===== config.mk =====
export PLATFORM = sky130hd
export DESIGN_NAME = cjk_multibyte_grammar_validator
export DESIGN_NICKNAME = d
export VERILOG_FILES = /design/src/cmgv_pkg.sv /design/src/cjk_multibyte_grammar_validator.sv /design/src/cmgv_front.sv /design/src/cmgv_queue.sv /design/src/cmgv_back.sv
export SDC_FILE = /design/constraint.sdc
export NUM_CORES = 1
export LEC_CHECK = 0
export ABC_AREA = 1
export CELL_PAD_IN_SITES_DETAIL_PLACEMENT = 0
export CELL_PAD_IN_SITES_GLOBAL_PLACEMENT = 2
export CORE_MARGIN = 4
export CORE_UTILIZATION = 25
export DETAILED_ROUTE_END_ITERATION = 16
export DONT_BUFFER_PORTS = 1
export PLACE_DENSITY_LB_ADDON = 0.25
export RECOVER_POWER = 25
export SLEW_MARGIN = 5
export SYNTH_ARGS = -nofsm -noshare
export SYNTH_HDL_FRONTEND = slang
export SYNTH_SLANG_ARGS = --single-unit
export TNS_END_PERCENT = 5

===== constraint.sdc =====
create_clock -name clk_i -period 3.6 [get_ports clk_i]
set_input_delay 0.36 -clock clk_i [delete_from_list [all_inputs] [get_ports clk_i]]
set_output_delay 0.36 -clock clk_i [all_outputs]
set_load 0.01 [all_outputs]

===== src/cmgv_pkg.sv =====
package cmgv_pkg;

  localparam int unsigned COUNT_BITS_DEF = 32;
  localparam int unsigned QUEUE_DEPTH    = 2;
  localparam int unsigned PHASE_COUNT    = 8;

  localparam logic [2:0] MODE_GB18030  = 3'd0;
  localparam logic [2:0] MODE_BIG5     = 3'd1;
  localparam logic [2:0] MODE_SJIS     = 3'd2;
  localparam logic [2:0] MODE_EUCJP    = 3'd3;
  localparam logic [2:0] MODE_EUCKR    = 3'd4;
  localparam logic [2:0] MODE_UNKNOWN  = 3'd5;

  localparam logic [2:0] PH_IDLE   = 3'd0;
  localparam logic [2:0] PH_TRAIL  = 3'd1;
  localparam logic [2:0] PH_GB3    = 3'd2;
  localparam logic [2:0] PH_GB4    = 3'd3;
  localparam logic [2:0] PH_SS2    = 3'd4;
  localparam logic [2:0] PH_SS3A   = 3'd5;
  localparam logic [2:0] PH_SS3B   = 3'd6;
  localparam logic [2:0] PH_BAD    = 3'd7;

  localparam logic [1:0] VERDICT_COMPLETE   = 2'd0;
  localparam logic [1:0] VERDICT_INCOMPLETE = 2'd1;
  localparam logic [1:0] VERDICT_INVALID    = 2'd2;

  typedef struct packed {
    logic [7:0] data_byte;
    logic       has_byte;
    logic       end_of_buffer;
  } in_item_t;

  typedef struct packed {
    logic [1:0]  verdict;
    logic [31:0] prefix_bytes;
  } out_item_t;

  // next phase for every possible current phase
  typedef struct packed {
    logic [PHASE_COUNT-1:0][2:0] next_phase;
    logic                        has_byte;
    logic                        end_of_buffer;
  } cls_t;

endpackage


===== src/cjk_multibyte_grammar_validator.sv =====
// Validates a byte stream against the grammar of the CJK encoding selected by
// the mode register (GB18030, Big5, Shift-JIS, EUC-JP, EUC-KR, or ASCII only),
// one byte per cycle. Items flow with no gaps: each accepted item is classified
// on its way in, waits in a two-entry queue and is applied to the character
// state when it is popped from the queue; the result for the item that ends a
// buffer is captured in the output register at that same pop. The output
// register frees the input side; the input stalls only once the queue has filled
// behind a stalled result. Write the mode only while no buffer is in flight.
module cjk_multibyte_grammar_validator
  import cmgv_pkg::*;
#(
  parameter int unsigned COUNT_BITS = COUNT_BITS_DEF
) (
  input  logic       clk_i,
  input  logic       rst_ni,
  input  logic       cfg_we_i,
  input  logic [2:0] cfg_data_i,
  input  logic       in_valid_i,
  output logic       in_stall_o,
  input  in_item_t   in_item_i,
  output logic       out_valid_o,
  input  logic       out_stall_i,
  output out_item_t  out_item_o
);

  cls_t cls_in;
  cls_t cls_out;
  logic q_full;
  logic q_valid;
  logic q_pop;

  assign in_stall_o = q_full;

  cmgv_front u_front (
    .clk_i      (clk_i),
    .rst_ni     (rst_ni),
    .cfg_we_i   (cfg_we_i),
    .cfg_data_i (cfg_data_i),
    .in_item_i  (in_item_i),
    .cls_o      (cls_in)
  );

  cmgv_queue u_queue (
    .clk_i       (clk_i),
    .rst_ni      (rst_ni),
    .push_i      (in_valid_i),
    .push_data_i (cls_in),
    .full_o      (q_full),
    .valid_o     (q_valid),
    .pop_i       (q_pop),
    .pop_data_o  (cls_out)
  );

  cmgv_back #(
    .COUNT_BITS (COUNT_BITS)
  ) u_back (
    .clk_i       (clk_i),
    .rst_ni      (rst_ni),
    .valid_i     (q_valid),
    .cls_i       (cls_out),
    .pop_o       (q_pop),
    .out_valid_o (out_valid_o),
    .out_stall_i (out_stall_i),
    .out_item_o  (out_item_o)
  );

endmodule


===== src/cmgv_front.sv =====
module cmgv_front
  import cmgv_pkg::*;
(
  input  logic     clk_i,
  input  logic     rst_ni,
  input  logic     cfg_we_i,
  input  logic [2:0] cfg_data_i,
  input  in_item_t in_item_i,
  output cls_t     cls_o
);

  logic [2:0] mode_q;

  always_ff @(posedge clk_i or negedge rst_ni) begin
    if (!rst_ni) begin
      mode_q <= MODE_GB18030;
    end else if (cfg_we_i) begin
      mode_q <= cfg_data_i;
    end
  end

  function automatic logic in_rng(logic [7:0] b, logic [7:0] lo, logic [7:0] hi);
    return (b >= lo) && (b <= hi);
  endfunction

  logic [7:0] b;
  logic [2:0] lead_ph;
  logic [2:0] second_ph;

  assign b = in_item_i.data_byte;

  always_comb begin
    case (mode_q)
      MODE_GB18030, MODE_BIG5: begin
        lead_ph = in_rng(b, 8'h81, 8'hfe) ? PH_TRAIL : PH_BAD;
      end
      MODE_SJIS: begin
        if (in_rng(b, 8'ha1, 8'hdf)) begin
          lead_ph = PH_IDLE;
        end else if (in_rng(b, 8'h81, 8'h9f) || in_rng(b, 8'he0, 8'hfc)) begin
          lead_ph = PH_TRAIL;
        end else begin
          lead_ph = PH_BAD;
        end
      end
      MODE_EUCJP: begin
        if (b == 8'h8e) begin
          lead_ph = PH_SS2;
        end else if (b == 8'h8f) begin
          lead_ph = PH_SS3A;
        end else begin
          lead_ph = in_rng(b, 8'ha1, 8'hfe) ? PH_TRAIL : PH_BAD;
        end
      end
      MODE_EUCKR: begin
        lead_ph = in_rng(b, 8'ha1, 8'hfe) ? PH_TRAIL : PH_BAD;
      end
      default: begin
        lead_ph = PH_BAD;
      end
    endcase
  end

  always_comb begin
    case (mode_q)
      MODE_GB18030: begin
        if (in_rng(b, 8'h30, 8'h39)) begin
          second_ph = PH_GB3;
        end else begin
          second_ph = (in_rng(b, 8'h40, 8'hfe) && b != 8'h7f) ? PH_IDLE : PH_BAD;
        end
      end
      MODE_BIG5: begin
        second_ph = (in_rng(b, 8'h40, 8'h7e) || in_rng(b, 8'ha1, 8'hfe)) ? PH_IDLE : PH_BAD;
      end
      MODE_SJIS: begin
        second_ph = (in_rng(b, 8'h40, 8'h7e) || in_rng(b, 8'h80, 8'hfc)) ? PH_IDLE : PH_BAD;
      end
      MODE_EUCJP, MODE_EUCKR: begin
        second_ph = in_rng(b, 8'ha1, 8'hfe) ? PH_IDLE : PH_BAD;
      end
      default: begin
        second_ph = PH_BAD;
      end
    endcase
  end

  always_comb begin
    cls_o.has_byte               = in_item_i.has_byte;
    cls_o.end_of_buffer          = in_item_i.end_of_buffer;
    cls_o.next_phase[PH_IDLE]    = (b <= 8'h7f) ? PH_IDLE : lead_ph;
    cls_o.next_phase[PH_TRAIL]   = second_ph;
    cls_o.next_phase[PH_GB3]     = in_rng(b, 8'h81, 8'hfe) ? PH_GB4 : PH_BAD;
    cls_o.next_phase[PH_GB4]     = in_rng(b, 8'h30, 8'h39) ? PH_IDLE : PH_BAD;
    cls_o.next_phase[PH_SS2]     = in_rng(b, 8'ha1, 8'hdf) ? PH_IDLE : PH_BAD;
    cls_o.next_phase[PH_SS3A]    = in_rng(b, 8'ha1, 8'hfe) ? PH_SS3B : PH_BAD;
    cls_o.next_phase[PH_SS3B]    = in_rng(b, 8'ha1, 8'hfe) ? PH_IDLE : PH_BAD;
    cls_o.next_phase[PH_BAD]     = PH_BAD;
  end

endmodule


===== src/cmgv_queue.sv =====
module cmgv_queue
  import cmgv_pkg::*;
(
  input  logic clk_i,
  input  logic rst_ni,
  input  logic push_i,
  input  cls_t push_data_i,
  output logic full_o,
  output logic valid_o,
  input  logic pop_i,
  output cls_t pop_data_o
);

  localparam int unsigned PtrBits = (QUEUE_DEPTH > 1) ? $clog2(QUEUE_DEPTH) : 1;
  localparam int unsigned CntBits = $clog2(QUEUE_DEPTH + 1);

  cls_t               mem_q [QUEUE_DEPTH];
  logic [PtrBits-1:0] wr_ptr_q, wr_ptr_d;
  logic [PtrBits-1:0] rd_ptr_q, rd_ptr_d;
  logic [CntBits-1:0] cnt_q, cnt_d;
  logic               do_push;
  logic               do_pop;

  assign full_o     = (cnt_q == CntBits'(QUEUE_DEPTH));
  assign valid_o    = (cnt_q != '0);
  assign do_push    = push_i && !full_o;
  assign do_pop     = pop_i && valid_o;
  assign pop_data_o = mem_q[rd_ptr_q];

  always_comb begin
    wr_ptr_d = wr_ptr_q;
    rd_ptr_d = rd_ptr_q;
    cnt_d    = cnt_q;
    if (do_push) begin
      wr_ptr_d = (wr_ptr_q == PtrBits'(QUEUE_DEPTH - 1)) ? '0 : wr_ptr_q + 1'b1;
    end
    if (do_pop) begin
      rd_ptr_d = (rd_ptr_q == PtrBits'(QUEUE_DEPTH - 1)) ? '0 : rd_ptr_q + 1'b1;
    end
    if (do_push && !do_pop) begin
      cnt_d = cnt_q + 1'b1;
    end else if (do_pop && !do_push) begin
      cnt_d = cnt_q - 1'b1;
    end
  end

  always_ff @(posedge clk_i or negedge rst_ni) begin
    if (!rst_ni) begin
      wr_ptr_q <= '0;
      rd_ptr_q <= '0;
      cnt_q    <= '0;
    end else begin
      wr_ptr_q <= wr_ptr_d;
      rd_ptr_q <= rd_ptr_d;
      cnt_q    <= cnt_d;
    end
  end

  always_ff @(posedge clk_i) begin
    if (do_push) begin
      mem_q[wr_ptr_q] <= push_data_i;
    end
  end

endmodule


===== src/cmgv_back.sv =====
module cmgv_back
  import cmgv_pkg::*;
#(
  parameter int unsigned COUNT_BITS = COUNT_BITS_DEF
) (
  input  logic      clk_i,
  input  logic      rst_ni,
  input  logic      valid_i,
  input  cls_t      cls_i,
  output logic      pop_o,
  output logic      out_valid_o,
  input  logic      out_stall_i,
  output out_item_t out_item_o
);

  logic [COUNT_BITS-1:0] byte_count_q, byte_count_d;
  logic [COUNT_BITS-1:0] char_start_q, char_start_d;
  logic [2:0]            phase_q, phase_d;
  logic                  err_q, err_d;
  logic                  out_valid_q, out_valid_d;
  out_item_t             out_item_q, out_item_d;
  logic [2:0]            np;
  logic [COUNT_BITS-1:0] len;
  logic [63:0]           len_ext;
  logic [1:0]            verdict;

  assign pop_o       = valid_i && !(out_valid_q && out_stall_i);
  assign out_valid_o = out_valid_q;
  assign out_item_o  = out_item_q;
  assign np          = cls_i.next_phase[phase_q];

  always_comb begin
    byte_count_d = byte_count_q;
    char_start_d = char_start_q;
    phase_d      = phase_q;
    err_d        = err_q;
    out_valid_d  = out_valid_q && out_stall_i;
    out_item_d   = out_item_q;
    verdict      = VERDICT_COMPLETE;
    len          = '0;
    len_ext      = '0;
    if (pop_o) begin
      if (cls_i.has_byte && !err_q) begin
        if (byte_count_q != '1) begin
          byte_count_d = byte_count_q + 1'b1;
        end
        if (phase_q == PH_IDLE) begin
          char_start_d = byte_count_q;
        end
        if (np == PH_BAD) begin
          err_d   = 1'b1;
          phase_d = PH_IDLE;
        end else begin
          phase_d = np;
        end
      end
      if (err_d) begin
        verdict = VERDICT_INVALID;
        len     = char_start_d;
      end else if (phase_d != PH_IDLE) begin
        verdict = VERDICT_INCOMPLETE;
        len     = char_start_d;
      end else begin
        verdict = VERDICT_COMPLETE;
        len     = byte_count_d;
      end
      len_ext = 64'(len);
      if (cls_i.end_of_buffer) begin
        out_valid_d             = 1'b1;
        out_item_d.verdict      = verdict;
        out_item_d.prefix_bytes = (|len_ext[63:32]) ? 32'hffff_ffff : len_ext[31:0];
        byte_count_d            = '0;
        char_start_d            = '0;
        phase_d                 = PH_IDLE;
        err_d                   = 1'b0;
      end
    end
  end

  always_ff @(posedge clk_i or negedge rst_ni) begin
    if (!rst_ni) begin
      byte_count_q <= '0;
      char_start_q <= '0;
      phase_q      <= PH_IDLE;
      err_q        <= 1'b0;
      out_valid_q  <= 1'b0;
    end else begin
      byte_count_q <= byte_count_d;
      char_start_q <= char_start_d;
      phase_q      <= phase_d;
      err_q        <= err_d;
      out_valid_q  <= out_valid_d;
    end
  end

  always_ff @(posedge clk_i) begin
    out_item_q <= out_item_d;
  end

endmodule


Word level (Yosys, flattened, before mapping) --
Memory sizes are Yosys's and may differ from the RTL's. Cells that the tools add are included.
Cells by class: order comparisons 14, equality and inequality tests 10, muxes and demuxes 45, reductions and logical operators 33, add/sub/neg operators 5
Operators by type and width (count):
- 32-bit 2-to-1 mux | 8
- 3-bit 2-to-1 mux | 20
- 32-bit by 1-bit adder with 32-bit output, second input constant | 1
- 8-bit greater-or-equal comparator, second input constant | 4
- 8-bit <= comparator, second input constant | 4
- 32-bit inequality test, second input constant | 1
- 3-bit one-hot mux with 4 select lines | 2
- 1-bit logical AND | 17
- 8-bit equality test, second input constant | 2
- 8-bit by 7-bit <= comparator with 1-bit output, second input constant | 2
- 1-bit 2-to-1 mux | 12
- 3-bit binary-select mux with 3-bit select | 1
- 8-bit by 6-bit greater-or-equal comparator with 1-bit output, second input constant | 1
- 8-bit by 7-bit greater-or-equal comparator with 1-bit output, second input constant | 1
- 8-bit by 6-bit <= comparator with 1-bit output, second input constant | 1
- 8-bit by 7-bit inequality test with 1-bit output, second input constant | 1
- 3-bit by 2-bit equality test with 1-bit output, second input constant | 2
- 3-bit equality test, second input constant | 2
- 3-bit zero test | 2
- 1-bit zero test | 5
- 3-bit by 4-bit less-than comparator with 1-bit output, second input constant | 1
- 2-bit 2-to-1 mux | 2
- 2-bit nonzero test | 2
- 2-bit OR reduction | 2
- 8 further kinds | 11
Storage, ports and cells: logic and storage cells 119, memories kept 1, output and inout port bits 36, register bits after elaboration 110, RAM bits 42
Memories:
- u_queue.mem_q | depth 2, bits a word 21, read ports 1, clocked after memory_dff 0, write ports 1, RTL line cmgv_queue.sv:17 | cls_t mem_q [QUEUE_DEPTH];

Longest topological paths before layout --
Gate-level depths: netlist of run 1. An unclocked memory read counts as a cell.
depth in word-level cells 10, gate-level depth with buffers 16, depth with buffers taken out 15

Hierarchy --
A second synthesis of run 1 with hierarchy kept.
Second synthesis, totals: cell total of the unflattened synthesis 1173, area total of the unflattened synthesis 9170.0 um2
By module, submodules not included:
- cmgv_back | seq. area each 2747.6 um2, times used 1, area an instance 6333.6 um2, cells each 894
- cmgv_queue | seq. area each 1661.6 um2, times used 1, area an instance 2185.8 um2, cells each 167
- cmgv_front | seq. area each 75.1 um2, times used 1, area an instance 650.6 um2, cells each 112

Least setup slack after synthesis of run 1 --
Ideal clock, no wire load.
path kind register to register, start register u_back.out_valid_q, in the netlist u_back.out_valid_o, end register u_back.out_item_q (netlist bit u_back.out_item_o[0]) (enable), stages on the path, launching flop included 5, arrival time 2258 ps, path buffers 1, path slack 915 ps, library setup time 427 ps, cell sequence dfrtp_1 nand2_1 o21ai_1 clkbuf_1 nor2_1
On the way: longest elaborated chain between the ends 4
RTL lines:
- from (decl) | RTL line cmgv_back.sv:20 | logic out_valid_q, out_valid_d;
- from (signal assigned) | RTL line cmgv_back.sv:92 | out_valid_q <= out_valid_d;
- 1-bit logical AND | RTL line cmgv_back.sv:27 | assign pop_o = valid_i && !(out_valid_q && out_stall_i);
- 1-bit zero test | RTL line cmgv_back.sv:27
- 1-bit logical AND | RTL line cmgv_back.sv:27
- 2-bit AND reduction (no line)
- to (signal assigned) | RTL line cmgv_back.sv:97 | out_item_q <= out_item_d;
- to (decl) | RTL line cmgv_back.sv:21 | out_item_t out_item_q, out_item_d;
No other way between the ends. A chain may end at the register's enable or synchronous reset.

Final worst setup path of run 1 --
start register u_queue.rd_ptr_q, end register u_back.out_item_q (netlist bit u_back.out_item_o[19]) (data pin)
On the way: longest elaborated chain between the ends 10
RTL lines:
- from (decl) | RTL line cmgv_queue.sv:19 | logic [PtrBits-1:0] rd_ptr_q, rd_ptr_d;
- from (signal assigned) | RTL line cmgv_queue.sv:54 | rd_ptr_q <= rd_ptr_d;
- memory read 2 x 21 bit *
- 3-bit binary-select mux with 3-bit select | RTL line cmgv_back.sv:30 | assign np = cls_i.next_phase[phase_q];
- 3-bit 2-to-1 mux (implied by the code) | RTL line cmgv_back.sv:30
- 3-bit equality test | RTL line cmgv_back.sv:50 | if (np == PH_BAD) begin
- 3-bit 2-to-1 mux | RTL line cmgv_back.sv:50
- 3-bit 2-to-1 mux | RTL line cmgv_back.sv:43 | if (cls_i.has_byte && !err_q) begin
- 3-bit 2-to-1 mux | RTL line cmgv_back.sv:42 | if (pop_o) begin
- 3-bit nonzero test | RTL line cmgv_back.sv:60 | end else if (phase_d != PH_IDLE) begin
- 32-bit 2-to-1 mux | RTL line cmgv_back.sv:60
- 32-bit 2-to-1 mux * | RTL line cmgv_back.sv:57 | if (err_d) begin
Mark *: on every way between the ends. The rest lies on a longest branch, timed or not. The select of a mux whose other input is x is not followed.

==> out/qor.yml, run 1 <==
status: "complete, but fails checks"
violations: "max-capacitance violations, max-slew violations"
multi_input_area_mm2: 0.003246
regArea_mm2: 0.003583
cts_buffer_depth: 2
via_per_inst: 4.638
antenna_found_initial: 0
fin_crit_sh_pct: 84.56
grt_start_max_net_pins: 77
pre_cts_slack_ps: 499.6
worstPathMaxFanout: 27
wire_per_inst_um: 17.05
drv_slew: 77
stdcell_area_mm2: 0.008431
syn-instance-count: 965
rows: 62
ir_drop_mv: 0.7000
initial_core_util_pct: 25.66
yosysUniqueCellTypes: 35
slew_headroom_pct: -42.01
clk_pin_slew_worst_paths_ps: 70
p_leak_nw: 3.674
vias: 6285
drive_gt1_share_pct: 6.694
fin_util_pct: 29.06
async_reset_ff_share_pct: 57.58
fillCellCount: 3246
p_seq_share_pct: 31.7
maxCapViolCount: 1
synth.avg_cell_area_um2: 7.713
ys_seq_area_share_pct: 48.14
critPathKind: "reg2reg"
ys_top_cells_by_area: "dfrtp_1, edfxtp_1, nand2_1"
tightest_slew_ps: 2130
synthAdderAreaFrac_pct: 0.3362
p_per_area_mw_per_mm2: 937.5
core_area_mm2: 0.02901
period_minus_slack_ps: 3044
crit_path_start_kind: "flip-flop"
synth_nets: 985
crit_required_ps: 3780
p_int_mw: 3.962
cts.sinks: 132
grt_pass1_vias: 6604
timing.final.ws_setup_ps: 555.9
antenna_cells: 0
crit_arrival_ps: 3230
p_clk_share_pct: 20.6
fin_setup_tns_ps: 0
grt_pass1_wl_um: 37780
tritoncts: "done"
first_pass_iters: 4
cts-root-buf: "clkbuf_16"
hp-class: "in2reg"
die_y_um: 180.6
nets: 978
holdWs_ps: 34.06
p_comb_share_pct: 47.7
dp_hpwl_um: 15680
yosysWarnings: 0
grt_overflow_total: 0
gp_congestion: 0.8429
switching_share_pct: 49.87
p_sw_mw: 3.941
drt_iter0_drc: 318
track_usage_pct: 14.58
ios: 54
synth_most_common_cell: "nand2_1"
synth-simple-area-share_pct: 29.06
synth_compound_area_share_pct: 11.31
muxShareOfSynthArea_pct: 0.2858
mappedNetlistArea_mm2: 0.007443
ys_seq_elements: 132
clk-insertion-delay-late_ps: 440
cts_max_level: 4
area_growth_pct: 13.26
synth_top_family_by_area: "simple AND/OR/NAND/NOR gates"
dieArea_mm2: 0.03260
postRouteAntennaNets: 0
cts_buffers: 17
synth_ff_type: "dfrtp_1"
yosys.area.top_type: "dfrtp_1"
fin_skew_ps: 12.36
wl_um: 23100
dpl-instance-area_mm2: 0.007859
synth-edff-count: 56
rsz0062_at_grt: "no"
setup_violations: 0
io_buffers: 0
die-width_um: 180.6
synth_commonest_cells: "nand2_1, inv_1, dfrtp_1, o21ai_0, nor2_1"
synthXorXnorAreaFrac_pct: 2.353
critPathCaptureType: "flip-flop"
synth_top_area_share_pct: 25.55
drc: 0
max_clock_freq_mhz: 328.5
hold_viol: 0
## power by group through the flow
stage	logic [mW]	clock network (mW)	registers, mW
floorplan	2.63	0	2.43
global placement	3.86	0	2.55
detailed placement	3.83	0	2.55
CTS	3.86	1.68	2.52
global route	4.23	1.74	2.56
finish	3.77	1.63	2.51
## cells by family (layout without fill, tap and decap cells)
group / Yosys count / count (layout)
and+or+nand+nor: 503 / 503
buffers and inverters: 162 / 168
AOI/OAI and AO/OA: 144 / 144
DFF: 132 / 132
xor gates and xnor gates: 20 / 20
adders and majority gates: 2 / 2
muxes: 2 / 2
## layout by cell type (no fill, tap or decap), types with 4 or more instances in the layout
| cell type | synthesis | layout |
|---|---|---|
| nand2_1 | 303 | 303 |
| inv_1 | 116 | 116 |
| dfrtp_1 | 76 | 76 |
| o21ai_0 | 64 | 64 |
| nor2_1 | 63 | 62 |
| nand3_1 | 61 | 61 |
| edfxtp_1 | 56 | 56 |
| nand4_1 | 43 | 43 |
| o21a_1 | 32 | 32 |
| o21ai_1 | 21 | 20 |
| xor2_1 | 18 | 18 |
| clkbuf_16 | 0 | 17 |
| nor3_1 | 16 | 16 |
| o22ai_1 | 16 | 16 |
| buf_4 | 1 | 10 |
| clkinv_4 | 0 | 7 |
| a21oi_1 | 5 | 5 |
| nor2_2 | 4 | 4 |
| nand2_2 | 4 | 4 |
## layout make-up
class                           count  area share [%]
Inverter                          121           5.387
Sequential cell                   132           42.51
Clock inverter                     13           1.232
Tap cell                          384           5.699
Timing Repair Buffer               15           1.543
Multi-Input combinational cell    671           38.50
Clock buffer                       19           5.135
## final timing paths
check                      slack [ps]                           startpoint  cells after the start                             endpoint
setup / recovery                  560         u_queue.rd_ptr_q$_DFFE_PN0P_                     13      u_back.out_item_o[19]$_DFFE_PP_
hold / removal                     30                             cfg_we_i                      1        u_front.mode_q[0]$_DFFE_PN0P_
setup reg to reg                  560         u_queue.rd_ptr_q$_DFFE_PN0P_                     13      u_back.out_item_o[19]$_DFFE_PP_
hold reg to reg                   480  u_back.char_start_q[13]$_DFFE_PN0P_                      2  u_back.char_start_q[13]$_DFFE_PN0P_
max in group asynchronous        1210                               rst_ni                      2  u_back.byte_count_q[15]$_DFFE_PN0P_
min in group asynchronous        1110                               rst_ni                      2   u_back.char_start_q[8]$_DFFE_PN0P_
## sequential cells by signal (all words and copies together) (netlist names)
register,cells
u_back.byte_count_q,32
u_back.out_item_o,34
u_queue.cnt_q,2
u_front.mode_q,3
u_back.char_start_q,32
u_back.err_q,1
u_queue.rd_ptr_q,1
u_queue.mem_q,22
u_queue.wr_ptr_q,1
u_back.out_valid_o,1
u_back.phase_q,3
## stage by stage
step                      total power [mW]  cells
after floorplan                      5.066    965
after global placement               6.414   1319
after detailed placement             6.373   1319
after CTS                            8.070   1355
after global routing                 8.535   1355
final                                7.904   1355
## what timing repair did
item / CTS / global route
endpoints found under the hold margin: 80 / 0
endpoints found under the setup margin: 0 / 0
hold buffers: 4 / 0
setup buffers: 0 / 0
resized for setup: 0 / 0
## per-layer routing
metal  part of all wire [%]  wire length (um)  vias to the layer above  track usage, %
met5                      0                 0                        -               0
met4                    1.0               231                        0           3.539
li1                       -                 -                     3164               -
met3                    3.2               732                       15           3.210
met1                     50             11560                     3027           20.21
met2                     46             10570                       79           23.30
## worst max-delay path, stage by stage (launching register included)
cell and delay (ps):
dfrtp_1 560, inv_2 260, nand2_1 70, nand2_1 70, nand2_1 70, inv_2 380, nor2_1 80, inv_1 60
nand2_1 90, nor2_4 130, nand3_2 410, buf_4 420, nand2_1 100, nand2_1 70
No activity file was read; power rests on OpenSTA's default activity.
==> inputs of run 2 (changes only) <==
Settings changed: ABC_AREA 1 to 0.
Clock period 3.6 ns to 2.7 ns, I/O delays scaled along.
==> run 2 against run 1 <==
The run still ends with max-capacitance violations, max-slew violations left. Core utilization rose by 2.6 points. Non-clock buffer count rose by 87. Die area fell by 4.3%. Combinational power rose by 29%. Sequential share of layout area fell by 1.9 points. Area after synthesis fell by 4.5%. Clock skew fell by 4.6 ps. Total power rose by 30%. Worst hold slack improved by 12 ps. Critical path depth fell by 4.
==> out/qor.yml, run 2 <==
status: "complete, but fails checks"
violations: "max-capacitance violations, max-slew violations"
fin_skew_ps: 7.734  # -4.630 ps
ys_seq_area_share_pct: 50.39  # +2.2 points
syn-instance-count: 685  # -29%
tritoncts: "done"
die_y_um: 176.7  # -2.2%
maxCapViolCount: 1  # unchanged
die-width_um: 176.7  # -2.2%
setup_violations: 0  # unchanged
p_seq_share_pct: 29.0  # -2.7 points
hold_viol: 0  # unchanged
grt_pass1_wl_um: 34650  # -8.3%
core_area_mm2: 0.02793  # -3.7%
synth-edff-count: 56  # unchanged
drive_gt1_share_pct: 24.12  # +17 points
max_clock_freq_mhz: 375.7  # +14%
dp.cells: 1097  # -17%
area_growth_pct: 24.21
ys_top_cells_by_area: "dfrtp_1, edfxtp_1, nand2_1"
wire_per_inst_um: 19.09  # +12%
hp-class: "in2reg"
initial_core_util_pct: 25.46  # -0.20 points
ys_seq_elements: 132  # unchanged
p_clk_share_pct: 23.6  # +3.0 points
critPathCaptureType: "flip-flop"
synth_nets: 705  # -28%
cts_max_level: 4  # unchanged
grt_start_max_net_pins: 77  # unchanged
final_cells: 1141  # -16%
drv_slew: 77  # unchanged
yosysUniqueCellTypes: 65  # +86%
first_pass_iters: 5  # +1
wl_um: 21780  # -5.7%
ir_drop_mv: 0.7495  # +7.1%
holdWs_ps: 46.46  # +12.40 ps
final_common_cell: "nand2_1"
cts_buffers: 17  # unchanged
synth_ff_type: "dfrtp_1"
p_int_mw: 5.718  # +44%
p_leak_nw: 3.517  # -4.3%
ios: 54  # unchanged
critPathKind: "reg2reg"
clk-insertion-delay-late_ps: 430  # about the same
grt_overflow_total: 0  # unchanged
crit_arrival_ps: 2840  # -390 ps
synth.avg_cell_area_um2: 10.38  # +35%
worstPathMaxFanout: 6  # -78%
synth_compound_area_share_pct: 23.75  # +12 points
p_comb_share_pct: 47.4  # -0.3 points
gp_congestion: 0.8091  # -4.0%
drc: 0  # unchanged
slew_headroom_pct: -28.25  # +14 points
final_cell_mix: "nand2_1, buf_4, dfrtp_1"
synth_top_area_share_pct: 26.74  # +1.2 points
dieArea_mm2: 0.03121  # -4.3%
nets: 770  # -21%
crit_required_ps: 2880  # -900 ps
p_per_area_mw_per_mm2: 1160  # +24%
rsz0062_at_grt: "yes"
via_per_inst: 5.000  # +7.8%
drt_iter0_drc: 446  # +40%
fin_crit_sh_pct: 98.57  # +14 points
tightest_slew_ps: 1924  # -206.5 ps
antenna_found_initial: 0  # unchanged
cts_buffer_depth: 2  # unchanged
synth_most_common_cell: "nand2_1"
synth_top_family_by_area: "compound AO/OA/AOI/OAI gates"
grt_pass1_vias: 5898  # -11%
synthXorXnorAreaFrac_pct: 3.941  # +1.6 points
antenna_cells: 0  # unchanged
postRouteAntennaNets: 0  # unchanged
vias: 5705  # -9.2%
rows: 61  # -1.6%
async_reset_ff_share_pct: 57.58  # unchanged
p_sw_mw: 4.525  # +15%
mappedNetlistArea_mm2: 0.007112  # -4.5%
clk_pin_slew_worst_paths_ps: 70  # about the same
yosysWarnings: 0  # unchanged
switching_share_pct: 44.17  # -5.7 points
io_buffers: 0  # unchanged
muxShareOfSynthArea_pct: 2.903  # +2.6 points
largest_reg_flops: 34  # unchanged
yosys.area.top_type: "dfrtp_1"
track_usage_pct: 14.35  # -0.24 points
synth_commonest_cells: "nand2_1, dfrtp_1, o21ai_0, edfxtp_1, clkbuf_1"
crit_path_start_kind: "flip-flop"
synthAdderAreaFrac_pct: 0.3519  # +0.016 points
dp_hpwl_um: 15330  # -2.2%
period_minus_slack_ps: 2661  # -382.7 ps
synth-simple-area-share_pct: 14.13  # -15 points
cts-root-buf: "clkbuf_16"
cts.sinks: 132  # unchanged
==> run 2: cell count changes in the layout (fill, tap and decap cells not counted), moves of 17 or more <==
cell / change
buf_4: +74
o211ai_2: +20
nand2_1: -216
o21ai_1: -17
a22o_1: +33
nand3_1: -47
o21a_1: -28
nand4_1: -35
o211ai_1: +25
nor2_1: -41
inv_1: -98
==> run 2: path summary, 6_finish.rpt <==
| check | from | end | slack (ps) | cells past startpoint |
|---|---|---|---|---|
| setup / recovery | u_queue.rd_ptr_q$_DFFE_PN0P_ | u_back.out_item_o[9]$_DFFE_PP_ | 40 | 9 |
| hold / removal | in_valid_i | u_queue.wr_ptr_q$_DFFE_PN0P_ | 50 | 2 |
| setup reg to reg | u_queue.rd_ptr_q$_DFFE_PN0P_ | u_back.out_item_o[9]$_DFFE_PP_ | 40 | 9 |
| hold reg to reg | u_queue.wr_ptr_q$_DFFE_PN0P_ | u_queue.wr_ptr_q$_DFFE_PN0P_ | 500 | 1 |
| max in group asynchronous | rst_ni | u_back.phase_q[0]$_DFFE_PN0P_ | 470 | 2 |
| min in group asynchronous | rst_ni | u_back.char_start_q[22]$_DFFE_PN0P_ | 920 | 2 |
==> run 2: timing repair <==
item | CTS | global route
endpoints found under the hold margin | 84 | 0
setup endpoints to repair | 27 | 35
pin swaps | 1 | 18
gates resized for setup | 3 | 19
setup buffers | 0 | 3
hold buffers | 9 | 0
==> run 2: critical path, stage by stage (launching register included) <==
cell and delay (ps):
dfrtp_2 420, buf_6 120, mux4_2 490, o211ai_1 170
nand2_2 140, nor3_4 260, buf_6 150, a21oi_2 60
o21a_4 260, a221o_1 340
==> run 2: per-stage QoR <==
stage	power, mW	setup TNS [ps]	setup slack, ps	utilization [%]	cell area, um2
global route	10.87	-1651	-84.94	31.62	8833
detailed placement	7.606	-734.8	-87.00	28.80	8044
global placement	7.545	-152.0	-114.1	28.80	8044
floorplan	5.685	0	142.6	-	7114
finish	10.24	0	38.60	31.62	8833
CTS	10.13	-88.25	-33.01	31.38	8766
==> run 2: cell type report <==
cell class              instances  area, um2
multi-input cells             479       3266
clock buffers                  17      425.4
well taps                     378      473.0
repair buffers                102      838.3
fillers                      2899      19100
clock inverters                15      177.7
flip-flops and latches        132       3586
inverters                      18      67.56
==> run 2: logic make-up after synthesis <==
logic type               count (synthesis)
AO/OA/AOI/OAI                          223
XOR/XNOR                                32
adder cells (fa/ha/maj)                  2
buffers and inverters                   74
flip-flops                             132
multiplexers                            16
AND/OR/NAND/NOR                        206
==> run 2: routing by layer <==
layer | part of all wire [%] | global-route usage, % | routed length [um] | vias up
li1 | - | - | - | 2699
met5 | 0 | 0 | 0 | -
met2 | 48 | 23.55 | 10520 | 110
met1 | 46 | 18.91 | 10030 | 2874
met3 | 4.0 | 3.546 | 866 | 22
met4 | 1.7 | 3.997 | 369 | 0
==> run 2: power by group through the flow <==
stage | Clock, mW | Combinational, mW | Sequential, mW
floorplan | 0 | 2.81 | 2.87
global placement | 0 | 4.53 | 3.01
detailed placement | 0 | 4.60 | 3.01
CTS | 2.47 | 4.69 | 2.97
global route | 2.57 | 5.29 | 3.01
finish | 2.42 | 4.86 | 2.97
